<file path="config.mk">
export PLATFORM = sky130hd
export DESIGN_NAME = hci_command_credit_tracker
export DESIGN_NICKNAME = d
export VERILOG_FILES = /design/src/rtl/hcct_pkg.sv /design/src/rtl/hci_command_credit_tracker.sv /design/src/rtl/hcct_cache_ram.sv
export SDC_FILE = /design/constraint.sdc
export NUM_CORES = 2
export LEC_CHECK = 0
export ABC_CLOCK_PERIOD_IN_PS = 34500
export BUFFER_PORTS_ARGS = -buffer_cell sky130_fd_sc_hd__buf_2
export CORE_MARGIN = 2
export CORE_UTILIZATION = 55
export DETAILED_ROUTE_END_ITERATION = 12
export GPL_TIMING_DRIVEN = 0
export PLACE_DENSITY_LB_ADDON = 0.2
export SLEW_MARGIN = 15
export SYNTH_ARGS = -nofsm -noshare
export SYNTH_HDL_FRONTEND = slang
export SYNTH_SLANG_ARGS = --single-unit
export TNS_END_PERCENT = 30
</file>
<file path="constraint.sdc">
create_clock -name clk -period 34.5 [get_ports clk]
set_input_delay 6.9 -clock clk [delete_from_list [all_inputs] [get_ports clk]]
set_output_delay 6.9 -clock clk [all_outputs]
set_load 0.01 [all_outputs]
</file>
<file path="src/rtl/hcct_pkg.sv">
// ----------------------------------------------------------------------------
// HCI command credit tracker package
// Shared sizes, field types, register indices and reset values, request codes and outcome codes.
// ----------------------------------------------------------------------------
package hcct_pkg;

  localparam int CACHE_DEPTH   = 32;
  localparam int PENDING_DEPTH = 16;
  localparam int EXPIRED_DEPTH = 16;
  localparam int MAX_RESULTS   = 32;

  localparam int CAW = (CACHE_DEPTH > 1) ? $clog2(CACHE_DEPTH) : 1;
  localparam int CCW = $clog2(CACHE_DEPTH + 1);
  localparam int PAW = (PENDING_DEPTH > 1) ? $clog2(PENDING_DEPTH) : 1;
  localparam int PLW = $clog2(PENDING_DEPTH + 1);
  localparam int EAW = (EXPIRED_DEPTH > 1) ? $clog2(EXPIRED_DEPTH) : 1;
  localparam int ELW = $clog2(EXPIRED_DEPTH + 1);
  localparam int SW  = (PLW > ELW) ? PLW : ELW;
  localparam int NW  = $clog2(MAX_RESULTS + 1);

  localparam logic [15:0] TIMEOUT_RESET    = 16'(10 * 1000);
  localparam logic [15:0] ABSORB_RESET     = 16'(2 * 10 * 1000);
  localparam logic [15:0] DISCONNECT_RESET = 16'd1030;

  localparam logic [1:0] CFG_TIMEOUT    = 2'd0;
  localparam logic [1:0] CFG_ABSORB     = 2'd1;
  localparam logic [1:0] CFG_DISCONNECT = 2'd2;

  localparam logic [2:0] REQ_SEND     = 3'd0;
  localparam logic [2:0] REQ_CREDITS  = 3'd1;
  localparam logic [2:0] REQ_STATUS   = 3'd2;
  localparam logic [2:0] REQ_COMPLETE = 3'd3;
  localparam logic [2:0] REQ_TICK     = 3'd4;

  localparam logic [3:0] OC_TRANSMIT    = 4'd0;
  localparam logic [3:0] OC_CACHED      = 4'd1;
  localparam logic [3:0] OC_CACHE_FULL  = 4'd2;
  localparam logic [3:0] OC_PEND_FULL   = 4'd3;
  localparam logic [3:0] OC_OK          = 4'd4;
  localparam logic [3:0] OC_FAILED      = 4'd5;
  localparam logic [3:0] OC_ABSORBED    = 4'd6;
  localparam logic [3:0] OC_NO_PENDING  = 4'd7;
  localparam logic [3:0] OC_TIMEOUT     = 4'd8;
  localparam logic [3:0] OC_TIMEOUT_ZERO = 4'd9;
  localparam logic [3:0] OC_DISCONNECT  = 4'd10;

  typedef struct packed {
    logic [7:0]  tag;
    logic [15:0] op;
  } cache_entry_t;

  typedef struct packed {
    logic [31:0] dl;
    logic [7:0]  tag;
    logic [15:0] op;
  } pend_entry_t;

  typedef struct packed {
    logic [31:0] stamp;
    logic [15:0] op;
  } exp_entry_t;

endpackage

</file>
<file path="src/rtl/hci_command_credit_tracker.sv">
// ----------------------------------------------------------------------------
// HCI command credit tracker
// Send, status, complete and tick transactions under a credit count.
// ----------------------------------------------------------------------------
// Send: the result is registered in S_SEND once the output register is free;
// the next transaction is accepted back in idle. Set credits: each drained
// cache entry passes through S_DCHK (read) and S_DEMIT (emit). Status or
// complete: aged expired entries are pruned, then the pending and expired
// tables are scanned; tick scans pending entries. One transaction is worked on
// at a time. Reset clears all control state at once; there is no clearing pass.
module hci_command_credit_tracker (
  input  logic        clk,
  input  logic        rst_n,
  input  logic        cfg_we,
  input  logic [1:0]  cfg_index,
  input  logic [15:0] cfg_wdata,
  input  logic        in_valid,
  output logic        in_stall,
  input  logic [2:0]  in_req_type,
  input  logic [15:0] in_opcode,
  input  logic [7:0]  in_cmd_tag,
  input  logic [7:0]  in_answer_status,
  input  logic [7:0]  in_credit_count,
  output logic        out_valid,
  input  logic        out_stall,
  output logic [3:0]  out_outcome,
  output logic [15:0] out_opcode,
  output logic [7:0]  out_tag,
  output logic [7:0]  out_status,
  output logic        out_last
);

  localparam logic [3:0] S_IDLE   = 4'd0;
  localparam logic [3:0] S_SEND   = 4'd1;
  localparam logic [3:0] S_DCHK   = 4'd2;
  localparam logic [3:0] S_DEMIT  = 4'd3;
  localparam logic [3:0] S_PRUNE  = 4'd4;
  localparam logic [3:0] S_PSCAN  = 4'd5;
  localparam logic [3:0] S_ESCAN  = 4'd6;
  localparam logic [3:0] S_AEMIT  = 4'd7;
  localparam logic [3:0] S_TICK   = 4'd8;
  localparam logic [3:0] S_TFLUSH = 4'd9;

  logic [15:0] timeout_r, absorb_r, disc_r;
  logic [3:0]  state_r, state_nxt;
  logic [2:0]  req_r, req_nxt;
  logic [15:0] op_r, op_nxt;
  logic [7:0]  tag_r, tag_nxt, st_r, st_nxt;
  logic [7:0]  credits_r, credits_nxt;
  logic [31:0] now_r, now_nxt;
  logic [hcct_pkg::CCW-1:0] count_r, count_nxt;
  logic [hcct_pkg::CAW-1:0] head_r, head_nxt;
  logic [hcct_pkg::PLW-1:0] plen_r, plen_nxt;
  logic [hcct_pkg::ELW-1:0] elen_r, elen_nxt;
  logic [hcct_pkg::SW-1:0]  idx_r, idx_nxt;
  logic [hcct_pkg::NW-1:0]  n_r, n_nxt;

  hcct_pkg::pend_entry_t pend_r [hcct_pkg::PENDING_DEPTH];
  hcct_pkg::exp_entry_t  exp_r  [hcct_pkg::EXPIRED_DEPTH];

  logic        hold_v_r, hold_v_nxt;
  logic [3:0]  hold_oc_r, hold_oc_nxt;
  logic [15:0] hold_op_r, hold_op_nxt;
  logic [7:0]  hold_tag_r, hold_tag_nxt;

  logic        ov_r, ov_nxt, ol_r, ol_nxt;
  logic [3:0]  oc_r, oc_nxt;
  logic [15:0] oop_r, oop_nxt;
  logic [7:0]  otag_r, otag_nxt, ost_r, ost_nxt;

  logic        emit;
  logic [3:0]  e_oc;
  logic [15:0] e_op;
  logic [7:0]  e_tag, e_st;
  logic        e_last;

  logic        pend_add, pend_rm, exp_add, exp_rm;
  hcct_pkg::pend_entry_t pend_new;
  logic [hcct_pkg::SW-1:0] rm_idx;

  logic        ram_we, ram_re;
  logic [hcct_pkg::CAW-1:0] ram_waddr;
  hcct_pkg::cache_entry_t ram_wdata, ram_rdata;
  logic [hcct_pkg::CCW:0] wsum;

  logic        out_free, pend_full;
  hcct_pkg::pend_entry_t pcur;
  hcct_pkg::exp_entry_t  ecur;
  logic [31:0] pdiff, ediff;
  logic [7:0]  cred_after;

  hcct_cache_ram u_cache (
    .clk   (clk),
    .we    (ram_we),
    .waddr (ram_waddr),
    .wdata (ram_wdata),
    .re    (ram_re),
    .raddr (head_r),
    .rdata (ram_rdata)
  );

  assign out_free  = !ov_r || !out_stall;
  assign pend_full = (plen_r == hcct_pkg::PLW'(hcct_pkg::PENDING_DEPTH));
  assign pcur      = pend_r[idx_r[hcct_pkg::PAW-1:0]];
  assign ecur      = exp_r[idx_r[hcct_pkg::EAW-1:0]];
  assign pdiff     = now_r - pcur.dl;
  assign ediff     = now_r - ecur.stamp;
  assign cred_after = pend_full ? credits_r : credits_r - 8'd1;
  assign wsum      = {1'b0, head_r} + (hcct_pkg::CCW + 1)'(count_r);
  assign ram_waddr = (wsum >= (hcct_pkg::CCW + 1)'(hcct_pkg::CACHE_DEPTH))
                     ? hcct_pkg::CAW'(wsum - (hcct_pkg::CCW + 1)'(hcct_pkg::CACHE_DEPTH))
                     : hcct_pkg::CAW'(wsum);
  assign ram_wdata = '{tag: tag_r, op: op_r};
  assign in_stall  = (state_r != S_IDLE);

  always_comb begin
    state_nxt = state_r;  req_nxt = req_r;  op_nxt = op_r;
    tag_nxt = tag_r;  st_nxt = st_r;  credits_nxt = credits_r;
    now_nxt = now_r;  count_nxt = count_r;  head_nxt = head_r;
    plen_nxt = plen_r;  elen_nxt = elen_r;  idx_nxt = idx_r;  n_nxt = n_r;
    hold_v_nxt = hold_v_r;  hold_oc_nxt = hold_oc_r;
    hold_op_nxt = hold_op_r;  hold_tag_nxt = hold_tag_r;
    emit = 1'b0;  e_oc = hcct_pkg::OC_TRANSMIT;  e_op = op_r;
    e_tag = tag_r;  e_st = 8'd0;  e_last = 1'b1;
    pend_add = 1'b0;  pend_rm = 1'b0;  exp_add = 1'b0;  exp_rm = 1'b0;
    pend_new = '{dl: now_r + 32'(timeout_r), tag: tag_r, op: op_r};
    rm_idx = idx_r;  ram_we = 1'b0;  ram_re = 1'b0;

    unique case (state_r)
      S_IDLE: begin
        if (in_valid) begin
          req_nxt = in_req_type;  op_nxt = in_opcode;
          tag_nxt = in_cmd_tag;  st_nxt = in_answer_status;
          idx_nxt = '0;  n_nxt = '0;
          unique case (in_req_type) inside
            hcct_pkg::REQ_SEND: state_nxt = S_SEND;
            hcct_pkg::REQ_CREDITS: begin
              credits_nxt = in_credit_count;
              state_nxt = S_DCHK;
            end
            hcct_pkg::REQ_STATUS, hcct_pkg::REQ_COMPLETE: state_nxt = S_PRUNE;
            hcct_pkg::REQ_TICK: begin
              now_nxt = now_r + 32'd1;
              state_nxt = S_TICK;
            end
            default: state_nxt = S_IDLE;
          endcase
        end
      end
      S_SEND: begin
        if (out_free) begin
          emit = 1'b1;
          state_nxt = S_IDLE;
          if (credits_r != 8'd0) begin
            if (pend_full) begin
              e_oc = hcct_pkg::OC_PEND_FULL;
            end else begin
              pend_add = 1'b1;
              plen_nxt = plen_r + 1'b1;
              credits_nxt = credits_r - 8'd1;
            end
          end else if (count_r == hcct_pkg::CCW'(hcct_pkg::CACHE_DEPTH)) begin
            e_oc = hcct_pkg::OC_CACHE_FULL;
          end else begin
            ram_we = 1'b1;
            count_nxt = count_r + 1'b1;
            e_oc = hcct_pkg::OC_CACHED;
          end
        end
      end
      S_DCHK: begin
        if (credits_r != 8'd0 && count_r != '0 &&
            n_r < hcct_pkg::NW'(hcct_pkg::MAX_RESULTS)) begin
          ram_re = 1'b1;
          state_nxt = S_DEMIT;
        end else begin
          state_nxt = S_IDLE;
        end
      end
      S_DEMIT: begin
        if (out_free) begin
          emit = 1'b1;
          e_op = ram_rdata.op;
          e_tag = ram_rdata.tag;
          pend_new.tag = ram_rdata.tag;
          pend_new.op = ram_rdata.op;
          head_nxt = (head_r == hcct_pkg::CAW'(hcct_pkg::CACHE_DEPTH - 1))
                     ? '0 : head_r + 1'b1;
          count_nxt = count_r - 1'b1;
          n_nxt = n_r + 1'b1;
          if (pend_full) begin
            e_oc = hcct_pkg::OC_PEND_FULL;
          end else begin
            pend_add = 1'b1;
            plen_nxt = plen_r + 1'b1;
            credits_nxt = credits_r - 8'd1;
          end
          e_last = !(cred_after != 8'd0 && count_r != hcct_pkg::CCW'(1) &&
                     n_nxt < hcct_pkg::NW'(hcct_pkg::MAX_RESULTS));
          state_nxt = e_last ? S_IDLE : S_DCHK;
        end
      end
      S_PRUNE: begin
        if (idx_r < hcct_pkg::SW'(elen_r)) begin
          if (ediff > {16'd0, absorb_r}) begin
            exp_rm = 1'b1;
            elen_nxt = elen_r - 1'b1;
          end else begin
            idx_nxt = idx_r + 1'b1;
          end
        end else begin
          idx_nxt = '0;
          state_nxt = S_PSCAN;
        end
      end
      S_PSCAN: begin
        if (idx_r < hcct_pkg::SW'(plen_r)) begin
          if (pcur.op == op_r) begin
            state_nxt = S_AEMIT;
          end else begin
            idx_nxt = idx_r + 1'b1;
          end
        end else begin
          idx_nxt = '0;
          state_nxt = S_ESCAN;
        end
      end
      S_ESCAN: begin
        if (idx_r < hcct_pkg::SW'(elen_r)) begin
          if (ecur.op == op_r) begin
            if (out_free) begin
              emit = 1'b1;
              e_oc = hcct_pkg::OC_ABSORBED;
              e_tag = 8'd0;
              exp_rm = 1'b1;
              elen_nxt = elen_r - 1'b1;
              state_nxt = S_IDLE;
            end
          end else begin
            idx_nxt = idx_r + 1'b1;
          end
        end else if (out_free) begin
          emit = 1'b1;
          e_oc = hcct_pkg::OC_NO_PENDING;
          e_tag = 8'd0;
          state_nxt = S_IDLE;
        end
      end
      S_AEMIT: begin
        if (out_free) begin
          emit = 1'b1;
          e_tag = pcur.tag;
          pend_rm = 1'b1;
          plen_nxt = plen_r - 1'b1;
          if (req_r == hcct_pkg::REQ_COMPLETE || st_r == 8'd0) begin
            e_oc = (req_r == hcct_pkg::REQ_STATUS && op_r == disc_r)
                   ? hcct_pkg::OC_DISCONNECT : hcct_pkg::OC_OK;
          end else begin
            e_oc = hcct_pkg::OC_FAILED;
            e_st = st_r;
          end
          state_nxt = S_IDLE;
        end
      end
      S_TICK: begin
        if (idx_r < hcct_pkg::SW'(plen_r) &&
            n_r < hcct_pkg::NW'(hcct_pkg::MAX_RESULTS)) begin
          if (!pdiff[31]) begin
            if (!hold_v_r || out_free) begin
              emit = hold_v_r;
              e_oc = hold_oc_r;  e_op = hold_op_r;  e_tag = hold_tag_r;
              e_last = 1'b0;
              hold_v_nxt = 1'b1;
              hold_op_nxt = pcur.op;
              hold_tag_nxt = pcur.tag;
              hold_oc_nxt = (pcur.op != 16'd0) ? hcct_pkg::OC_TIMEOUT
                                               : hcct_pkg::OC_TIMEOUT_ZERO;
              pend_rm = 1'b1;
              plen_nxt = plen_r - 1'b1;
              if (pcur.op != 16'd0 &&
                  elen_r != hcct_pkg::ELW'(hcct_pkg::EXPIRED_DEPTH)) begin
                exp_add = 1'b1;
                elen_nxt = elen_r + 1'b1;
              end
              n_nxt = n_r + 1'b1;
            end
          end else begin
            idx_nxt = idx_r + 1'b1;
          end
        end else begin
          state_nxt = S_TFLUSH;
        end
      end
      S_TFLUSH: begin
        if (!hold_v_r) begin
          state_nxt = S_IDLE;
        end else if (out_free) begin
          emit = 1'b1;
          e_oc = hold_oc_r;  e_op = hold_op_r;  e_tag = hold_tag_r;
          hold_v_nxt = 1'b0;
          state_nxt = S_IDLE;
        end
      end
      default: state_nxt = S_IDLE;
    endcase

    ov_nxt = ov_r;  oc_nxt = oc_r;  oop_nxt = oop_r;
    otag_nxt = otag_r;  ost_nxt = ost_r;  ol_nxt = ol_r;
    if (emit) begin
      ov_nxt = 1'b1;  oc_nxt = e_oc;  oop_nxt = e_op;
      otag_nxt = e_tag;  ost_nxt = e_st;  ol_nxt = e_last;
    end else if (ov_r && !out_stall) begin
      ov_nxt = 1'b0;
    end
  end

  always_ff @(posedge clk) begin
    if (!rst_n) begin
      timeout_r <= hcct_pkg::TIMEOUT_RESET;
      absorb_r  <= hcct_pkg::ABSORB_RESET;
      disc_r    <= hcct_pkg::DISCONNECT_RESET;
      state_r   <= S_IDLE;
      credits_r <= 8'd1;
      now_r     <= '0;
      count_r   <= '0;
      head_r    <= '0;
      plen_r    <= '0;
      elen_r    <= '0;
      hold_v_r  <= 1'b0;
      ov_r      <= 1'b0;
    end else begin
      if (cfg_we) begin
        unique case (cfg_index)
          hcct_pkg::CFG_TIMEOUT:    timeout_r <= cfg_wdata;
          hcct_pkg::CFG_ABSORB:     absorb_r  <= cfg_wdata;
          hcct_pkg::CFG_DISCONNECT: disc_r    <= cfg_wdata;
          default: ;
        endcase
      end
      state_r   <= state_nxt;
      credits_r <= credits_nxt;
      now_r     <= now_nxt;
      count_r   <= count_nxt;
      head_r    <= head_nxt;
      plen_r    <= plen_nxt;
      elen_r    <= elen_nxt;
      hold_v_r  <= hold_v_nxt;
      ov_r      <= ov_nxt;
    end
  end

  always_ff @(posedge clk) begin
    req_r <= req_nxt;  op_r <= op_nxt;  tag_r <= tag_nxt;  st_r <= st_nxt;
    idx_r <= idx_nxt;  n_r <= n_nxt;
    hold_oc_r <= hold_oc_nxt;  hold_op_r <= hold_op_nxt;
    hold_tag_r <= hold_tag_nxt;
    oc_r <= oc_nxt;  oop_r <= oop_nxt;  otag_r <= otag_nxt;
    ost_r <= ost_nxt;  ol_r <= ol_nxt;
    for (int k = 0; k < hcct_pkg::PENDING_DEPTH; k++) begin
      if (pend_rm && hcct_pkg::SW'(k) >= rm_idx &&
          hcct_pkg::PLW'(k + 1) < plen_r) begin
        pend_r[k] <= pend_r[(k + 1) % hcct_pkg::PENDING_DEPTH];
      end
      if (pend_add && hcct_pkg::PLW'(k) == plen_r) begin
        pend_r[k] <= pend_new;
      end
    end
    for (int k = 0; k < hcct_pkg::EXPIRED_DEPTH; k++) begin
      if (exp_rm && hcct_pkg::SW'(k) >= rm_idx &&
          hcct_pkg::ELW'(k + 1) < elen_r) begin
        exp_r[k] <= exp_r[(k + 1) % hcct_pkg::EXPIRED_DEPTH];
      end
      if (exp_add && hcct_pkg::ELW'(k) == elen_r) begin
        exp_r[k] <= '{stamp: now_r, op: pcur.op};
      end
    end
  end

  assign out_valid   = ov_r;
  assign out_outcome = oc_r;
  assign out_opcode  = oop_r;
  assign out_tag     = otag_r;
  assign out_status  = ost_r;
  assign out_last    = ol_r;

endmodule

</file>
<file path="src/rtl/hcct_cache_ram.sv">
// ----------------------------------------------------------------------------
// Command cache memory
// One write port and one read port with registered read data.
// ----------------------------------------------------------------------------
module hcct_cache_ram (
  input  logic                     clk,
  input  logic                     we,
  input  logic [hcct_pkg::CAW-1:0] waddr,
  input  hcct_pkg::cache_entry_t   wdata,
  input  logic                     re,
  input  logic [hcct_pkg::CAW-1:0] raddr,
  output hcct_pkg::cache_entry_t   rdata
);

  hcct_pkg::cache_entry_t mem [hcct_pkg::CACHE_DEPTH];

  always_ff @(posedge clk) begin
    if (we) begin
      mem[waddr] <= wdata;
    end
    if (re) begin
      rdata <= mem[raddr];
    end
  end

endmodule

</file>
==> qor.yml <==
global_routing:
  antenna_found_initial: 19
  grt_first_pass_wirelength_um: 641000
  met3_usage_pct: 8.919
  grt-busiest-layer: "met2"
  grt_use_met2_pct: 59.06
  grt_pass1_vias: 85595
  grt_overflow: 0
  grt_use_total_pct: 38.60
  grtUsageMet1_pct: 48.91
  grt_max_degree: 37
logic_synthesis:
  syn_nets: 8801
  synth_ff_type: "edfxtp_1"
  ys_seq_area_share_pct: 62.09
  synth_area_leader_cell: "edfxtp_1"
  synth.most_common_cell: "edfxtp_1"
  yosysTopAreaCellShare_pct: 60.23
  syn_area_um2: 127800
  yosysWarnings: 0
  synth_cells: 8603
  ys_ff_latch: 2683
  yosysUniqueCellTypes: 105
  synth_edf_count: 2564
  synth_common_cells: "2564 x edfxtp_1, 1153 x nand2_1, 880 x o21ai_0, 805 x mux2_2, 692 x mux4_2"
  avgSynthCellArea_um2: 14.86
  async_flop_share_pct: 0
  synthTopCellsByArea: "edfxtp_1 60%, mux4_2 12%, mux2_2 7.1%"
critical_path:
  crit_path_end_kind: "flop"
  cp_top_family: "buffers and inverters"
  start_kind: "flop"
  slowest_delay_ps: 710
  worstPathRequired_ps: 35120
  cp.arrival_ps: 14320
  path_max_fanout: 10
  cp_slowest_cell: "buf_2"
  cp.buffers_inverters: 17
  cp_common_cell: "buf_2"
  crit_type: "reg -> reg"
clocking:
  clockBufferDepth: 4
  clkSlewWorstSetupHoldPaths_ps: 60
  post_cts_buffers: 0
  htree_levels: 5
  cts_tree: "done"
  cts_hold_buf: 0
  cts_resized: 0
  clk_latency_ps: 990
  root_buffer: "clkbuf_16"
  cts.sinks: 2683
  numCtsBuffers: 304
timing:
  worst_pin_slew_ps: 1431
  fin_skew_ps: 106.1
  fin_crit_ps: 13700
  fin_tns_setup_ps: 0
  timing.final.setup_violations: 0
  slew_violations: 0
  max_slew_margin_pct: 4.594
  max_clock_freq_mhz: 73.00
  rsz0062_at_grt: "no"
  fin_crit_sh_pct: 39.70
  hold_viol: 0
flow_run:
  maxCapViolCount: 0
power_and_ir_drop:
  p_per_area_nw_per_um2: 60.80
  p_sw_share_pct: 31.03
  leakage_nw: 49.35
  ir_drop_uv: 57.00
  p_comb_share_pct: 23.3
  clkPwrFrac_pct: 34.8
  intPower_w: 0.006103
  p_switching_w: 0.002746
  sequentialPowerShare_pct: 42.0
routing:
  via_per_inst: 6.969
  wire_per_inst_um: 36.93
  drtAntennaViolNets: 0
  drt-total-wl_um: 461000
  route.detailed.drc: 0
  drt-initial-drc-count: 13213
  drt_first_pass_iters: 7
  vias: 86999
outcome:
  status: "finished, final reports clean"
floorplanning:
  die-area_um2: 236300
  ios: 105
  die_width_um: 486.1
  initial_core_util_pct: 55.45
  rows: 176
  coreArea_um2: 230600
  die_h_um: 486.1
finish:
  drive_above_1_share_pct: 26.67
  nets: 9432
  n_fill_cell: 16741
  utilization_pct: 63.13
  area_delta_synth_final_pct: 13.86
placement:
  io_buffers: 104
  dp_hpwl_um: 328300
  place_congestion: 0.9858
hold_path:
  hp-class: "reg -> reg"
  min-delay-start: "absorb_r[4]$_SDFFE_PN0P_"
[flip-flops by register name (all words and copies together) (netlist names), 8 cells and up, named ones only]
| signal | count |
|---|---|
| hold_op_r | 16 |
| credits_r | 8 |
| st_r | 8 |
| u_cache.rdata | 24 |
| tag_r | 8 |
| out_opcode | 16 |
| exp_r | 768 |
| out_tag | 8 |
| u_cache.mem | 768 |
| absorb_r | 16 |
| now_r | 32 |
| timeout_r | 16 |
| op_r | 16 |
| out_status | 8 |
| pend_r | 896 |
| disc_r | 16 |
| hold_tag_r | 8 |
[placed cells by master, fill, tap and decap left out, drive strengths merged, types with 26 or more instances in the layout]
cell type	netlist	final
nor2	252	252
and3	26	26
mux4	710	710
ha	129	129
clkinv	1	125
a21oi	206	206
and2	29	29
o21ai	888	888
dfxtp	119	119
nand3	71	71
edfxtp	2564	2564
xor2	107	107
nor4	26	26
xnor2	77	77
buf	193	512
mux2i	109	109
a21o	26	26
mux2	820	820
nand2b	27	27
nand4	38	38
nand2	1153	1153
nor3	56	56
clkbuf	497	874
inv	133	134
[cell families after synthesis]
logic type	synth area share (%)
xor+xnor	1.261
mux	20.64
flops	62.09
buf+inv	2.739
compound gates	6.063
simple gates	5.898
fa+ha+maj	1.310
[per-layer routing]
layer  part of all wire (%)  routed length [um]
met1                     35              159800
met2                     45              208800
met3                     11               52780
met4                    8.6               39590
met5                  0.016                  73
[worst paths after layout]
| kind | endpoint | slack, ps | cells after the start |
|---|---|---|---|
| hold reg to reg | absorb_r[4]$_SDFFE_PN0P_ | 460 | 2 |
| setup reg to reg | exp_r[15][30]$_DFFE_PP_ | 20800 | 37 |
| hold / removal | absorb_r[4]$_SDFFE_PN0P_ | 460 | 2 |
| setup / recovery | exp_r[15][30]$_DFFE_PP_ | 20800 | 37 |
[through the flow]
step / hold slack, ps / setup WS [ps] / cells / cell area [um2] / total power (W)
floorplan: 436.3 / 20990 / 8603 / 127800 / 0.004906
global placement: 448.8 / 10450 / 11733 / 132100 / 0.005696
detailed placement: 453.1 / 21280 / 11946 / 136300 / 0.005755
CTS: 461.1 / 21240 / 12469 / 145400 / 0.008768
global route: 473.6 / 20540 / 12482 / 145600 / 0.009009
finish: 460.2 / 20800 / 12483 / 145600 / 0.008849
[tightest hold or removal path, stage by stage, from the launching register on]
cell     delay (ps)
dfxtp_1         310
nand2_1          50
a21oi_1          50
[power by group through the flow]
stage | logic (W) | clock network (W) | registers, W
final | 0.00206 | 0.00308 | 0.00371
after global routing | 0.00210 | 0.00319 | 0.00372
after CTS | 0.00198 | 0.00307 | 0.00372
after detailed placement | 0.00197 | 0 | 0.00379
after global placement | 0.00190 | 0 | 0.00380
after floorplan | 0.00115 | 0 | 0.00376
[final cells by class]
type / instances / area [um2] / share of cell area (%)
antenna: 6 / 15.01 / 0.01032
buffer: 691 / 3047 / 2.093
clock buffer: 371 / 8008 / 5.501
clock inverter: 152 / 1096 / 0.7530
inverter: 134 / 503.0 / 0.3456
multi-input combinational: 5095 / 45660 / 31.37
sequential: 2683 / 79380 / 54.53
tap: 3026 / 3786 / 2.601
timing repair buffer: 325 / 4065 / 2.793
No activity file was read; power rests on OpenSTA's default activity.
